===== config.mk =====
export PLATFORM = sky130hd
export DESIGN_NAME = escape_marker_rle_decoder_flat
export DESIGN_NICKNAME = d
export VERILOG_FILES = /design/src/rtl/core/rled_pkg.sv /design/src/rtl/core/rled_if.sv /design/src/rtl/core/rled_res_q.sv /design/src/rtl/core/escape_marker_rle_decoder.sv /design/src/flat_wrapper.sv
export SDC_FILE = /design/constraint.sdc
export NUM_CORES = 1
export LEC_CHECK = 0
export ABC_AREA = 0
export BUFFER_PORTS_ARGS = -buffer_cell sky130_fd_sc_hd__buf_4
export CAP_MARGIN = 20
export CORE_MARGIN = 5
export CORE_UTILIZATION = 45
export CTS_CLUSTER_DIAMETER = 60
export DETAILED_ROUTE_END_ITERATION = 10
export GPL_TIMING_DRIVEN = 0
export PLACE_DENSITY = 0.66
export SYNTH_ARGS = -nofsm -noshare
export SYNTH_HDL_FRONTEND = slang
export SYNTH_SLANG_ARGS = --single-unit

===== constraint.sdc =====
create_clock -name clk -period 11.9 [get_ports clk]
set_input_delay 0.595 -clock clk [delete_from_list [all_inputs] [get_ports clk]]
set_output_delay 0.595 -clock clk [all_outputs]
set_load 0.005 [all_outputs]

===== src/rtl/core/rled_pkg.sv =====
package rled_pkg;

    localparam int unsigned BYTE_W  = 8;
    localparam int unsigned LEN_W   = 16;
    localparam int unsigned KIND_W  = 2;
    localparam int unsigned QDEPTH  = 3;
    localparam int unsigned QCNT_W  = 2;

    typedef enum logic [4:0] {
        PH_MARKER = 5'b00001,
        PH_BODY   = 5'b00010,
        PH_COUNT  = 5'b00100,
        PH_VALUE  = 5'b01000,
        PH_DRAIN  = 5'b10000
    } phase_t;

    typedef enum logic [KIND_W-1:0] {
        KIND_RUN = 2'd0,
        KIND_OK  = 2'd1,
        KIND_ERR = 2'd2
    } kind_t;

    typedef struct packed {
        kind_t              kind;
        logic [BYTE_W-1:0]  run_value;
        logic [BYTE_W-1:0]  run_length;
        logic               last;
    } result_t;

    // up to two results written into the queue in one cycle
    typedef struct packed {
        logic    v0;
        logic    v1;
        result_t r0;
        result_t r1;
    } push_t;

    typedef struct packed {
        logic not_empty;
        logic has_room;
    } q_status_t;

    function automatic result_t mk_status(kind_t k);
        result_t r;
        r.kind       = k;
        r.run_value  = '0;
        r.run_length = '0;
        r.last       = 1'b1;
        return r;
    endfunction

    function automatic result_t mk_run(logic [BYTE_W-1:0] v, logic [BYTE_W-1:0] n,
                                       logic last);
        result_t r;
        r.kind       = KIND_RUN;
        r.run_value  = v;
        r.run_length = n;
        r.last       = last;
        return r;
    endfunction

endpackage


===== src/rtl/core/rled_if.sv =====
interface rled_in_if;
    logic       valid;
    logic       ready;
    logic [7:0] in_byte;
    logic       is_final;

    modport source (output valid, output in_byte, output is_final, input ready);
    modport sink   (input valid, input in_byte, input is_final, output ready);
endinterface

interface rled_out_if;
    logic       valid;
    logic       ready;
    logic [1:0] kind;
    logic [7:0] run_value;
    logic [7:0] run_length;
    logic       out_last;

    modport source (output valid, output kind, output run_value, output run_length,
                    output out_last, input ready);
    modport sink   (input valid, input kind, input run_value, input run_length,
                    input out_last, output ready);
endinterface


===== src/rtl/core/rled_res_q.sv =====
module rled_res_q (
    input  logic                clk,
    input  logic                rst_n,
    input  rled_pkg::push_t     push,
    input  logic                pop,
    output rled_pkg::result_t   head,
    output rled_pkg::q_status_t status
);

    logic [rled_pkg::QCNT_W-1:0] count_reg, count_next;
    logic [rled_pkg::QCNT_W-1:0] base;
    rled_pkg::result_t           entry_reg  [rled_pkg::QDEPTH];
    rled_pkg::result_t           entry_next [rled_pkg::QDEPTH];

    always_comb
    begin
        base       = count_reg - {{(rled_pkg::QCNT_W-1){1'b0}}, pop};
        count_next = base + {{(rled_pkg::QCNT_W-1){1'b0}}, push.v0}
                          + {{(rled_pkg::QCNT_W-1){1'b0}}, push.v1};
        entry_next = entry_reg;
        if (pop)
        begin
            for (int i = 0; i < int'(rled_pkg::QDEPTH) - 1; i++)
                entry_next[i] = entry_reg[i+1];
        end
        for (int i = 0; i < int'(rled_pkg::QDEPTH); i++)
        begin
            if (push.v0 && base == rled_pkg::QCNT_W'(i))
                entry_next[i] = push.r0;
            if (push.v1 && base + 1'b1 == rled_pkg::QCNT_W'(i))
                entry_next[i] = push.r1;
        end
    end

    always_ff @(posedge clk or negedge rst_n)
    begin
        if (!rst_n)
            count_reg <= '0;
        else
            count_reg <= count_next;
    end

    always_ff @(posedge clk)
    begin
        entry_reg <= entry_next;
    end

    assign head             = entry_reg[0];
    assign status.not_empty = (count_reg != '0);
    // room for a worst-case item (two results) without looking at the sink
    assign status.has_room  = (count_reg <= rled_pkg::QCNT_W'(1));

endmodule


===== src/rtl/core/escape_marker_rle_decoder.sv =====
// Escape-marker RLE decoder. Takes one compressed byte per cycle while the
// result queue has room; the first byte of each stream is the marker,
// "marker, count, value" becomes one run descriptor and "marker, 0"
// terminates. Each byte produces zero, one or two result transactions (run
// descriptors and a final ok/error status), held in a three-entry result
// queue. Input is taken in the same cycle as long as the queue holds at most
// one result, so with an always-ready sink the block sustains one byte per
// clock; a byte that yields two results holds the input off while the extra
// result drains. expected_length should only be written between streams.
module escape_marker_rle_decoder (
    input  logic        clk,
    input  logic        rst_n,
    input  logic        cfg_wr_en,
    input  logic [15:0] cfg_wr_data,
    rled_in_if.sink     in_stream,
    rled_out_if.source  out_stream
);

    logic [rled_pkg::LEN_W-1:0]  exp_len_reg;
    rled_pkg::phase_t            phase_reg, phase_next;
    logic [rled_pkg::BYTE_W-1:0] esc_reg, esc_next;
    logic [rled_pkg::BYTE_W-1:0] pend_reg, pend_next;
    logic [rled_pkg::LEN_W-1:0]  bw_reg, bw_next;

    rled_pkg::push_t     push;
    rled_pkg::result_t   head;
    rled_pkg::q_status_t q_status;

    logic                        accept;
    logic                        fin;
    logic [rled_pkg::BYTE_W-1:0] b;
    logic [rled_pkg::LEN_W:0]    bw_plus_b;

    assign in_stream.ready = q_status.has_room;
    assign accept          = in_stream.valid & in_stream.ready;
    assign b               = in_stream.in_byte;
    assign fin             = in_stream.is_final;
    assign bw_plus_b       = {1'b0, bw_reg} + {{(rled_pkg::LEN_W+1-rled_pkg::BYTE_W){1'b0}}, b};

    always_comb
    begin
        phase_next = phase_reg;
        esc_next   = esc_reg;
        pend_next  = pend_reg;
        bw_next    = bw_reg;
        push       = '0;
        if (accept)
        begin
            unique case (phase_reg)
                rled_pkg::PH_MARKER:
                begin
                    esc_next  = b;
                    bw_next   = '0;
                    pend_next = '0;
                    if (fin)
                    begin
                        push.v0 = 1'b1;
                        push.r0 = rled_pkg::mk_status(rled_pkg::KIND_ERR);
                    end
                    else
                        phase_next = rled_pkg::PH_BODY;
                end
                rled_pkg::PH_BODY:
                begin
                    if (b != esc_reg)
                    begin
                        if (bw_reg >= exp_len_reg)
                        begin
                            push.v0    = 1'b1;
                            push.r0    = rled_pkg::mk_status(rled_pkg::KIND_ERR);
                            phase_next = fin ? rled_pkg::PH_MARKER : rled_pkg::PH_DRAIN;
                        end
                        else
                        begin
                            push.v0 = 1'b1;
                            push.r0 = rled_pkg::mk_run(b, rled_pkg::BYTE_W'(1), !fin);
                            bw_next = bw_reg + 1'b1;
                            if (fin)
                            begin
                                // literal on the final byte: no terminator
                                push.v1    = 1'b1;
                                push.r1    = rled_pkg::mk_status(rled_pkg::KIND_ERR);
                                phase_next = rled_pkg::PH_MARKER;
                            end
                        end
                    end
                    else if (fin)
                    begin
                        push.v0    = 1'b1;
                        push.r0    = rled_pkg::mk_status(rled_pkg::KIND_ERR);
                        phase_next = rled_pkg::PH_MARKER;
                    end
                    else
                        phase_next = rled_pkg::PH_COUNT;
                end
                rled_pkg::PH_COUNT:
                begin
                    if (b == '0)
                    begin
                        push.v0    = 1'b1;
                        push.r0    = rled_pkg::mk_status((fin && bw_reg == exp_len_reg)
                                                         ? rled_pkg::KIND_OK
                                                         : rled_pkg::KIND_ERR);
                        phase_next = fin ? rled_pkg::PH_MARKER : rled_pkg::PH_DRAIN;
                    end
                    else if (fin || bw_plus_b > {1'b0, exp_len_reg})
                    begin
                        push.v0    = 1'b1;
                        push.r0    = rled_pkg::mk_status(rled_pkg::KIND_ERR);
                        phase_next = fin ? rled_pkg::PH_MARKER : rled_pkg::PH_DRAIN;
                    end
                    else
                    begin
                        pend_next  = b;
                        phase_next = rled_pkg::PH_VALUE;
                    end
                end
                rled_pkg::PH_VALUE:
                begin
                    push.v0   = 1'b1;
                    push.r0   = rled_pkg::mk_run(b, pend_reg, !fin);
                    bw_next   = bw_reg + {{(rled_pkg::LEN_W-rled_pkg::BYTE_W){1'b0}}, pend_reg};
                    pend_next = '0;
                    if (fin)
                    begin
                        push.v1    = 1'b1;
                        push.r1    = rled_pkg::mk_status(rled_pkg::KIND_ERR);
                        phase_next = rled_pkg::PH_MARKER;
                    end
                    else
                        phase_next = rled_pkg::PH_BODY;
                end
                default:
                begin
                    // draining after terminator or error
                    if (fin)
                        phase_next = rled_pkg::PH_MARKER;
                end
            endcase
        end
    end

    always_ff @(posedge clk or negedge rst_n)
    begin
        if (!rst_n)
        begin
            exp_len_reg <= '0;
            phase_reg   <= rled_pkg::PH_MARKER;
            esc_reg     <= '0;
            pend_reg    <= '0;
            bw_reg      <= '0;
        end
        else
        begin
            if (cfg_wr_en)
                exp_len_reg <= cfg_wr_data;
            phase_reg <= phase_next;
            esc_reg   <= esc_next;
            pend_reg  <= pend_next;
            bw_reg    <= bw_next;
        end
    end

    rled_res_q u_res_q (
        .clk    (clk),
        .rst_n  (rst_n),
        .push   (push),
        .pop    (out_stream.valid & out_stream.ready),
        .head   (head),
        .status (q_status)
    );

    assign out_stream.valid      = q_status.not_empty;
    assign out_stream.kind       = head.kind;
    assign out_stream.run_value  = head.run_value;
    assign out_stream.run_length = head.run_length;
    assign out_stream.out_last   = head.last;

endmodule


===== src/flat_wrapper.sv =====
// flat-port wrapper written by rule: the top's interface ports become plain ports
module escape_marker_rle_decoder_flat 
  (clk, rst_n, cfg_wr_en, cfg_wr_data, in_stream_valid, in_stream_in_byte, in_stream_is_final, in_stream_ready, out_stream_valid, out_stream_kind, out_stream_run_value, out_stream_run_length, out_stream_out_last, out_stream_ready);
  rled_in_if in_stream_i ();
  rled_out_if out_stream_i ();
  input  logic clk;
  input  logic rst_n;
  input  logic cfg_wr_en;
  input  logic [15:0] cfg_wr_data;
  input wire logic [$bits(in_stream_i.valid)-1:0] in_stream_valid;
  input wire logic [$bits(in_stream_i.in_byte)-1:0] in_stream_in_byte;
  input wire logic [$bits(in_stream_i.is_final)-1:0] in_stream_is_final;
  output wire logic [$bits(in_stream_i.ready)-1:0] in_stream_ready;
  output wire logic [$bits(out_stream_i.valid)-1:0] out_stream_valid;
  output wire logic [$bits(out_stream_i.kind)-1:0] out_stream_kind;
  output wire logic [$bits(out_stream_i.run_value)-1:0] out_stream_run_value;
  output wire logic [$bits(out_stream_i.run_length)-1:0] out_stream_run_length;
  output wire logic [$bits(out_stream_i.out_last)-1:0] out_stream_out_last;
  input wire logic [$bits(out_stream_i.ready)-1:0] out_stream_ready;
  assign in_stream_i.valid = in_stream_valid;
  assign in_stream_i.in_byte = in_stream_in_byte;
  assign in_stream_i.is_final = in_stream_is_final;
  assign in_stream_ready = in_stream_i.ready;
  assign out_stream_valid = out_stream_i.valid;
  assign out_stream_kind = out_stream_i.kind;
  assign out_stream_run_value = out_stream_i.run_value;
  assign out_stream_run_length = out_stream_i.run_length;
  assign out_stream_out_last = out_stream_i.out_last;
  assign out_stream_i.ready = out_stream_ready;
  escape_marker_rle_decoder u_core (.clk(clk), .rst_n(rst_n), .cfg_wr_en(cfg_wr_en), .cfg_wr_data(cfg_wr_data), .in_stream(in_stream_i), .out_stream(out_stream_i));
endmodule

# Word-level counts from Yosys, hierarchy flattened
# Cells that the tools add are included.
# totals
regBits	112
input_bits	30
out_inout_bits	21
word_cells	110
# classes
add_sub_neg	7
order_cmp	3
n_eq_ne	15
n_mux	42
n_bitwise	2
reduce_logical	23
# op_table
operator	count
19-bit two-way mux	13
19-bit case mux with 4 select lines	1
16-bit case mux with 3 select lines	1
40-bit two-way mux	1
38-bit two-way mux	1
19-bit case mux with 2 select lines	1
5-bit two-way mux	7
16-bit two-way mux	2
5-bit case mux with 4 select lines	1
16-bit by 8-bit adder with 17-bit output	1
17-bit by 16-bit greater-than comparator with 1-bit output	1
16-bit by 1-bit adder with 16-bit output (second input constant)	1
16-bit by 8-bit adder with 16-bit output	1
16-bit equality test	1
16-bit greater-or-equal comparator	1
8-bit two-way mux	2
8-bit case mux with 2 select lines	1
3-bit nonzero test	3
8-bit zero test	1
2-bit inequality test (second input constant)	4
8-bit inequality test	1
4-bit AND reduction	2
1-bit logical AND	7
1-bit two-way mux	6
other kinds (22)	31

# Logic depth before layout (Yosys ltp)
# logic_depth
word_depth	10
ltp_mapped	21
depth_no_buf	19

# Modules after synthesis
# Synthesis repeated with hierarchy kept, for this count alone.
# hier_totals
hier_cells	735
area_unflattened_um2	7413.4
# modules_own_cells
mod	instances	cells_per_inst	area_each_um2	seq_area_each_um2
escape_marker_rle_decoder	1	479	4196.5	1327.5
rled_res_q	1	256	3216.8	1761.7

# Worst setup path after synthesis
# OpenSTA, ideal clock, no wires.
# synth_timing
path_kind	input to register
start	input in_stream_in_byte[0]
end	register u_core.u_res_q.entry_reg[0] (netlist name), enable pin
setup_time_ns	0.401
t_arrival_ns	4.887
required_time_ns	11.499
slack_ns	6.612
stages	19
n_path_buf	0
cell_sequence	ha_1 -> inv_1 -> fa_1 -> nor2b_1 -> o31a_1 -> o21ai_0 -> nand2b_1 -> a31oi_1 -> nor2_1 -> xor2_1 -> ha_1 -> a211oi_1 -> nor2_1 -> a21oi_1 -> nand4_1 -> a211oi_1 -> o22ai_2 -> or3b_2 -> a21oi_1
# synth_via
elab_chain_len	9
word_cells_on_any_way	15
classes_between	add/sub (1); order compare (1); eq/ne (1); mux (7); reduce/logical (5)
# synth_rtl
item	line	text
start, declared	flat_wrapper.sv:11	input wire logic [$bits(in_stream_i.in_byte)-1:0] in_stream_in_byte;
16-bit by 8-bit adder with 17-bit output	escape_marker_rle_decoder.sv:38	assign bw_plus_b = {1'b0, bw_reg} + {{(rled_pkg::LEN_W+1-rled_pkg::BYTE_W){1'b0}}, b};
17-bit by 16-bit greater-than comparator with 1-bit output	escape_marker_rle_decoder.sv:106	else if (fin || bw_plus_b > {1'b0, exp_len_reg})
1-bit logical OR	escape_marker_rle_decoder.sv:106	
1-bit two-way mux	escape_marker_rle_decoder.sv:106	
1-bit two-way mux	escape_marker_rle_decoder.sv:98	if (b == '0)
1-bit case mux with 4 select lines	escape_marker_rle_decoder.sv:49	unique case (phase_reg)
40-bit two-way mux (*)	escape_marker_rle_decoder.sv:47	if (accept)
1-bit logical AND	rled_res_q.sv:28	if (push.v0 && base == rled_pkg::QCNT_W'(i))
2-bit nonzero test (no line) (*)	-	
end signal, assigned	rled_res_q.sv:45	entry_reg <= entry_next;
end, declared	rled_res_q.sv:12	rled_pkg::result_t entry_reg [rled_pkg::QDEPTH];
# Mark *: on every way between the ends. The rest lies on a longest branch, timed or not.
# A chain may end at the register's enable or synchronous reset.

# Final worst setup path
# layout_timing
start	register u_core.bw_reg[0] (netlist name)
end	register u_core.u_res_q.entry_reg[2] (netlist name), enable pin
# layout_via
elab_chain_len	9
word_cells_on_any_way	14
classes_between	add/sub (1); order compare (2); mux (7); reduce/logical (4)
# layout_rtl
item	line	text
start, declared	escape_marker_rle_decoder.sv:23	logic [rled_pkg::LEN_W-1:0] bw_reg, bw_next;
start signal, assigned	escape_marker_rle_decoder.sv:160	bw_reg <= bw_next;
16-bit by 8-bit adder with 17-bit output	escape_marker_rle_decoder.sv:38	
17-bit by 16-bit greater-than comparator with 1-bit output	escape_marker_rle_decoder.sv:106	
1-bit logical OR	escape_marker_rle_decoder.sv:106	
1-bit two-way mux	escape_marker_rle_decoder.sv:106	
1-bit two-way mux	escape_marker_rle_decoder.sv:98	
1-bit case mux with 4 select lines	escape_marker_rle_decoder.sv:49	
40-bit two-way mux (*)	escape_marker_rle_decoder.sv:47	
1-bit logical AND	rled_res_q.sv:28	
2-bit nonzero test (no line) (*)	-	
# Marks and branches as above.

==> flow_summary.json <==
{
  "ir_worst_vdd_mv": 0.0731,
  "hold_buffers": 0,
  "period_needed_ns": 5.64,
  "yosys.area_share.simple_pct": 18.9,
  "rsz0062_at_grt": "no",
  "cap_violations": 0,
  "synth_top_area_share_pct": 24.5,
  "cp_max_fo": 19,
  "detail-route-antenna-nets": 0,
  "cts_tree": "done",
  "crit_chain": "ha_1, inv_1, fa_1, nor2b_1, o31a_1, o21ai_0, nand2b_1, a31oi_1, nor2_1, xor2_1, ha_1, nand4_1, nor3_1, a31oi_1, a211oi_1, o22ai_2, or3b_2, a21oi_2",
  "syn-cell-area_sq_mm": 0.00700,
  "cts_setup_buffers": 0,
  "clk_pin_slew_ns": 0.08,
  "fin_tns_setup_ns": 0,
  "worstMarginPinSlew_ns": 0.962,
  "cpMaxStageDelayCell": "a21oi_2",
  "synth-xor-area-share_pct": 3.88,
  "cts_resized": 0,
  "grtUsageTotal_pct": 18.6,
  "synth_adder_area_share_pct": 9.62,
  "antenna_found_initial": 0,
  "p_per_area_mw_per_mm2": 158,
  "ys_types": 69,
  "whs_ns": 0.272,
  "grt-ovfl-total": 0,
  "cts_buffer_depth": 2,
  "rows": 45,
  "num_io_pins": 51,
  "relSlewSlack_pct": 35.9,
  "synth_ff_type": "edfxtp_1",
  "first_global_vias": 5372,
  "yosysMostFrequentCell": "nand2_1",
  "synth_fp_nets": 786,
  "maxSlewViolCount": 0,
  "seq_area_frac_synth_pct": 44.2,
  "synth.avg_cell_area_sq_um": 9.94,
  "fin_crit_sh_pct": 47.4,
  "setup_viol": 0,
  "required_ns": 11.88,
  "dr.pass1.iters": 5,
  "synth_top_family_by_area": "simple AND/OR/NAND/NOR gates",
  "synthMuxAreaShare_pct": 5.17,
  "diodes": 0,
  "synth_edf_count": 57,
  "dpl.hpwl_microns": 12800,
  "cp-end-kind": "register",
  "die-area_sq_mm": 0.0181,
  "fin_skew_ns": 0.00999,
  "synth.ff_latch_count": 112,
  "synth_area_leaders": "edfxtp_1 24%, dfrtp_1 19%, ha_1 8.8%, mux2i_1 5.0%, nand2_1 4.8%",
  "place_congestion": 0.917,
  "drc_errors": 0,
  "crit_type": "reg -> reg",
  "grt_pass1_wl_microns": 26900,
  "die_h_microns": 135,
  "core-area_sq_mm": 0.0152,
  "max_stage_delay_ns": 0.77,
  "dieWidth_microns": 135,
  "h-tree-depth": 3,
  "synth_common_cells": "90 x nand2_1, 69 x nor2_1, 57 x edfxtp_1",
  "drt_wl_total_microns": 16200,
  "largest_reg_flops": 38,
  "vias": 5332,
  "clk_latency_ns": 0.37,
  "run_status": "complete, no violations",
  "post_drt_wl_per_cell_microns": 16.9,
  "hold_viol_final": 0,
  "numClockSinks": 112,
  "synth_largest_area_cell": "edfxtp_1",
  "cp-start-kind": "register",
  "synth_compound_area_share_pct": 12.2,
  "yosysWarnings": 0,
  "leakage_uw": 0.00379,
  "layout-drive-gt1-share_pct": 15.3,
  "hold_class": "in -> async",
  "synth_cells": 704,
  "vias_per_cell": 5.56,
  "start_util_pct": 46.0,
  "cts_made_buffers": 9,
  "portBuffers": 50,
  "fmax_ghz": 0.177,
  "drtIter0Drc": 286,
  "cts_root_buf": "clkbuf_16",
  "grt_max_degree": 56,
  "final_nets": 848,
  "cp.arrival_ns": 5.63,
  "synthArstFlopShare_pct": 49.1,
  "area_delta_synth_final_pct": 13.1
}
[critical path, delay by kind of cell (launching register included)]
family,cells,cell delay [ns]
and+or+nand+nor,6,1.33
adders and majority gates,3,0.71
buffers and inverters,1,0.07
xor gates and xnor gates,1,0.17
DFF,1,0.42
AOI/OAI and AO/OA,7,2.54
[stage by stage]
stage | instance area, sq um | util [%] | worst slack [ns] | total power, uW | instances
floorplan | 7000 | - | 6.61 | 821 | 704
global placement | 7610 | 50.0 | 5.55 | 939 | 942
detailed placement | 7620 | 50.1 | 5.91 | 957 | 943
CTS | 7910 | 52.0 | 6.21 | 1260 | 959
global route | 7910 | 52.0 | 5.84 | 1330 | 959
finish | 7910 | 52.0 | 6.26 | 1250 | 959
[power breakdown]
group | internal (uW) | switching, uW | total (uW)
combinational | 163 | 247 | 410
sequential | 504 | 35.2 | 539
clock | 149 | 156 | 305
total | 815 | 438 | 1250
[area by class of cell]
type	count	area [sq um]
Fill cell	1419	7290
Multi-Input combinational cell	514	3490
Sequential cell	112	3090
Timing Repair Buffer	51	383
Buffer	42	288
Tap cell	188	235
Clock buffer	9	225
Inverter	36	135
Clock inverter	7	68.8
[layout by cell type (no fill, tap or decap), types with 12 or more instances in the layout]
cell,synthesis,routed
xnor2_1,13,13
mux2i_1,35,35
and3_1,12,12
buf_4,19,70
xor2_1,18,18
a21oi_1,24,23
nand4_1,15,15
nor3_1,15,15
and2_1,17,17
nand2_1,90,90
dfrtp_1,54,54
edfxtp_1,57,57
clkbuf_1,14,14
nor2_1,69,69
inv_1,36,36
ha_1,49,49
o21ai_0,44,44
[layer usage]
metal / GRT usage (%) / vias up / wire (microns)
met1: 23.4 / 2607 / 7090
met5: 0 / - / 0
li1: - / 2618 / -
met3: 3.09 / 15 / 506
met4: 5.66 / 0 / 240
met2: 32.6 / 92 / 8330
[final timing paths]
check,startpoint,end,slack [ns],cells after the start
setup reg to reg,u_core.bw_reg[0],u_core.u_res_q.entry_reg[2],6.26,18
min in group clk,cfg_wr_data[11],u_core.exp_len_reg[11],0.44,3
hold reg to reg,u_core.pend_reg[3],u_core.pend_reg[3],0.48,2
setup / recovery,u_core.bw_reg[0],u_core.u_res_q.entry_reg[2],6.26,18
hold / removal,rst_n,u_core.exp_len_reg[5],0.27,1
max in group asynchronous,rst_n,u_core.pend_reg[1],11.13,1
[cell families (layout without fill, tap and decap cells)]
family | count (synthesis) | after routing
AND/OR/NAND/NOR | 265 | 265
AO/OA/AOI/OAI | 130 | 130
flip-flops | 112 | 112
buffers and inverters | 78 | 145
adder cells (fa/ha/maj) | 52 | 52
multiplexers | 36 | 36
XOR/XNOR | 31 | 31
No activity file was read; power rests on OpenSTA's default activity.
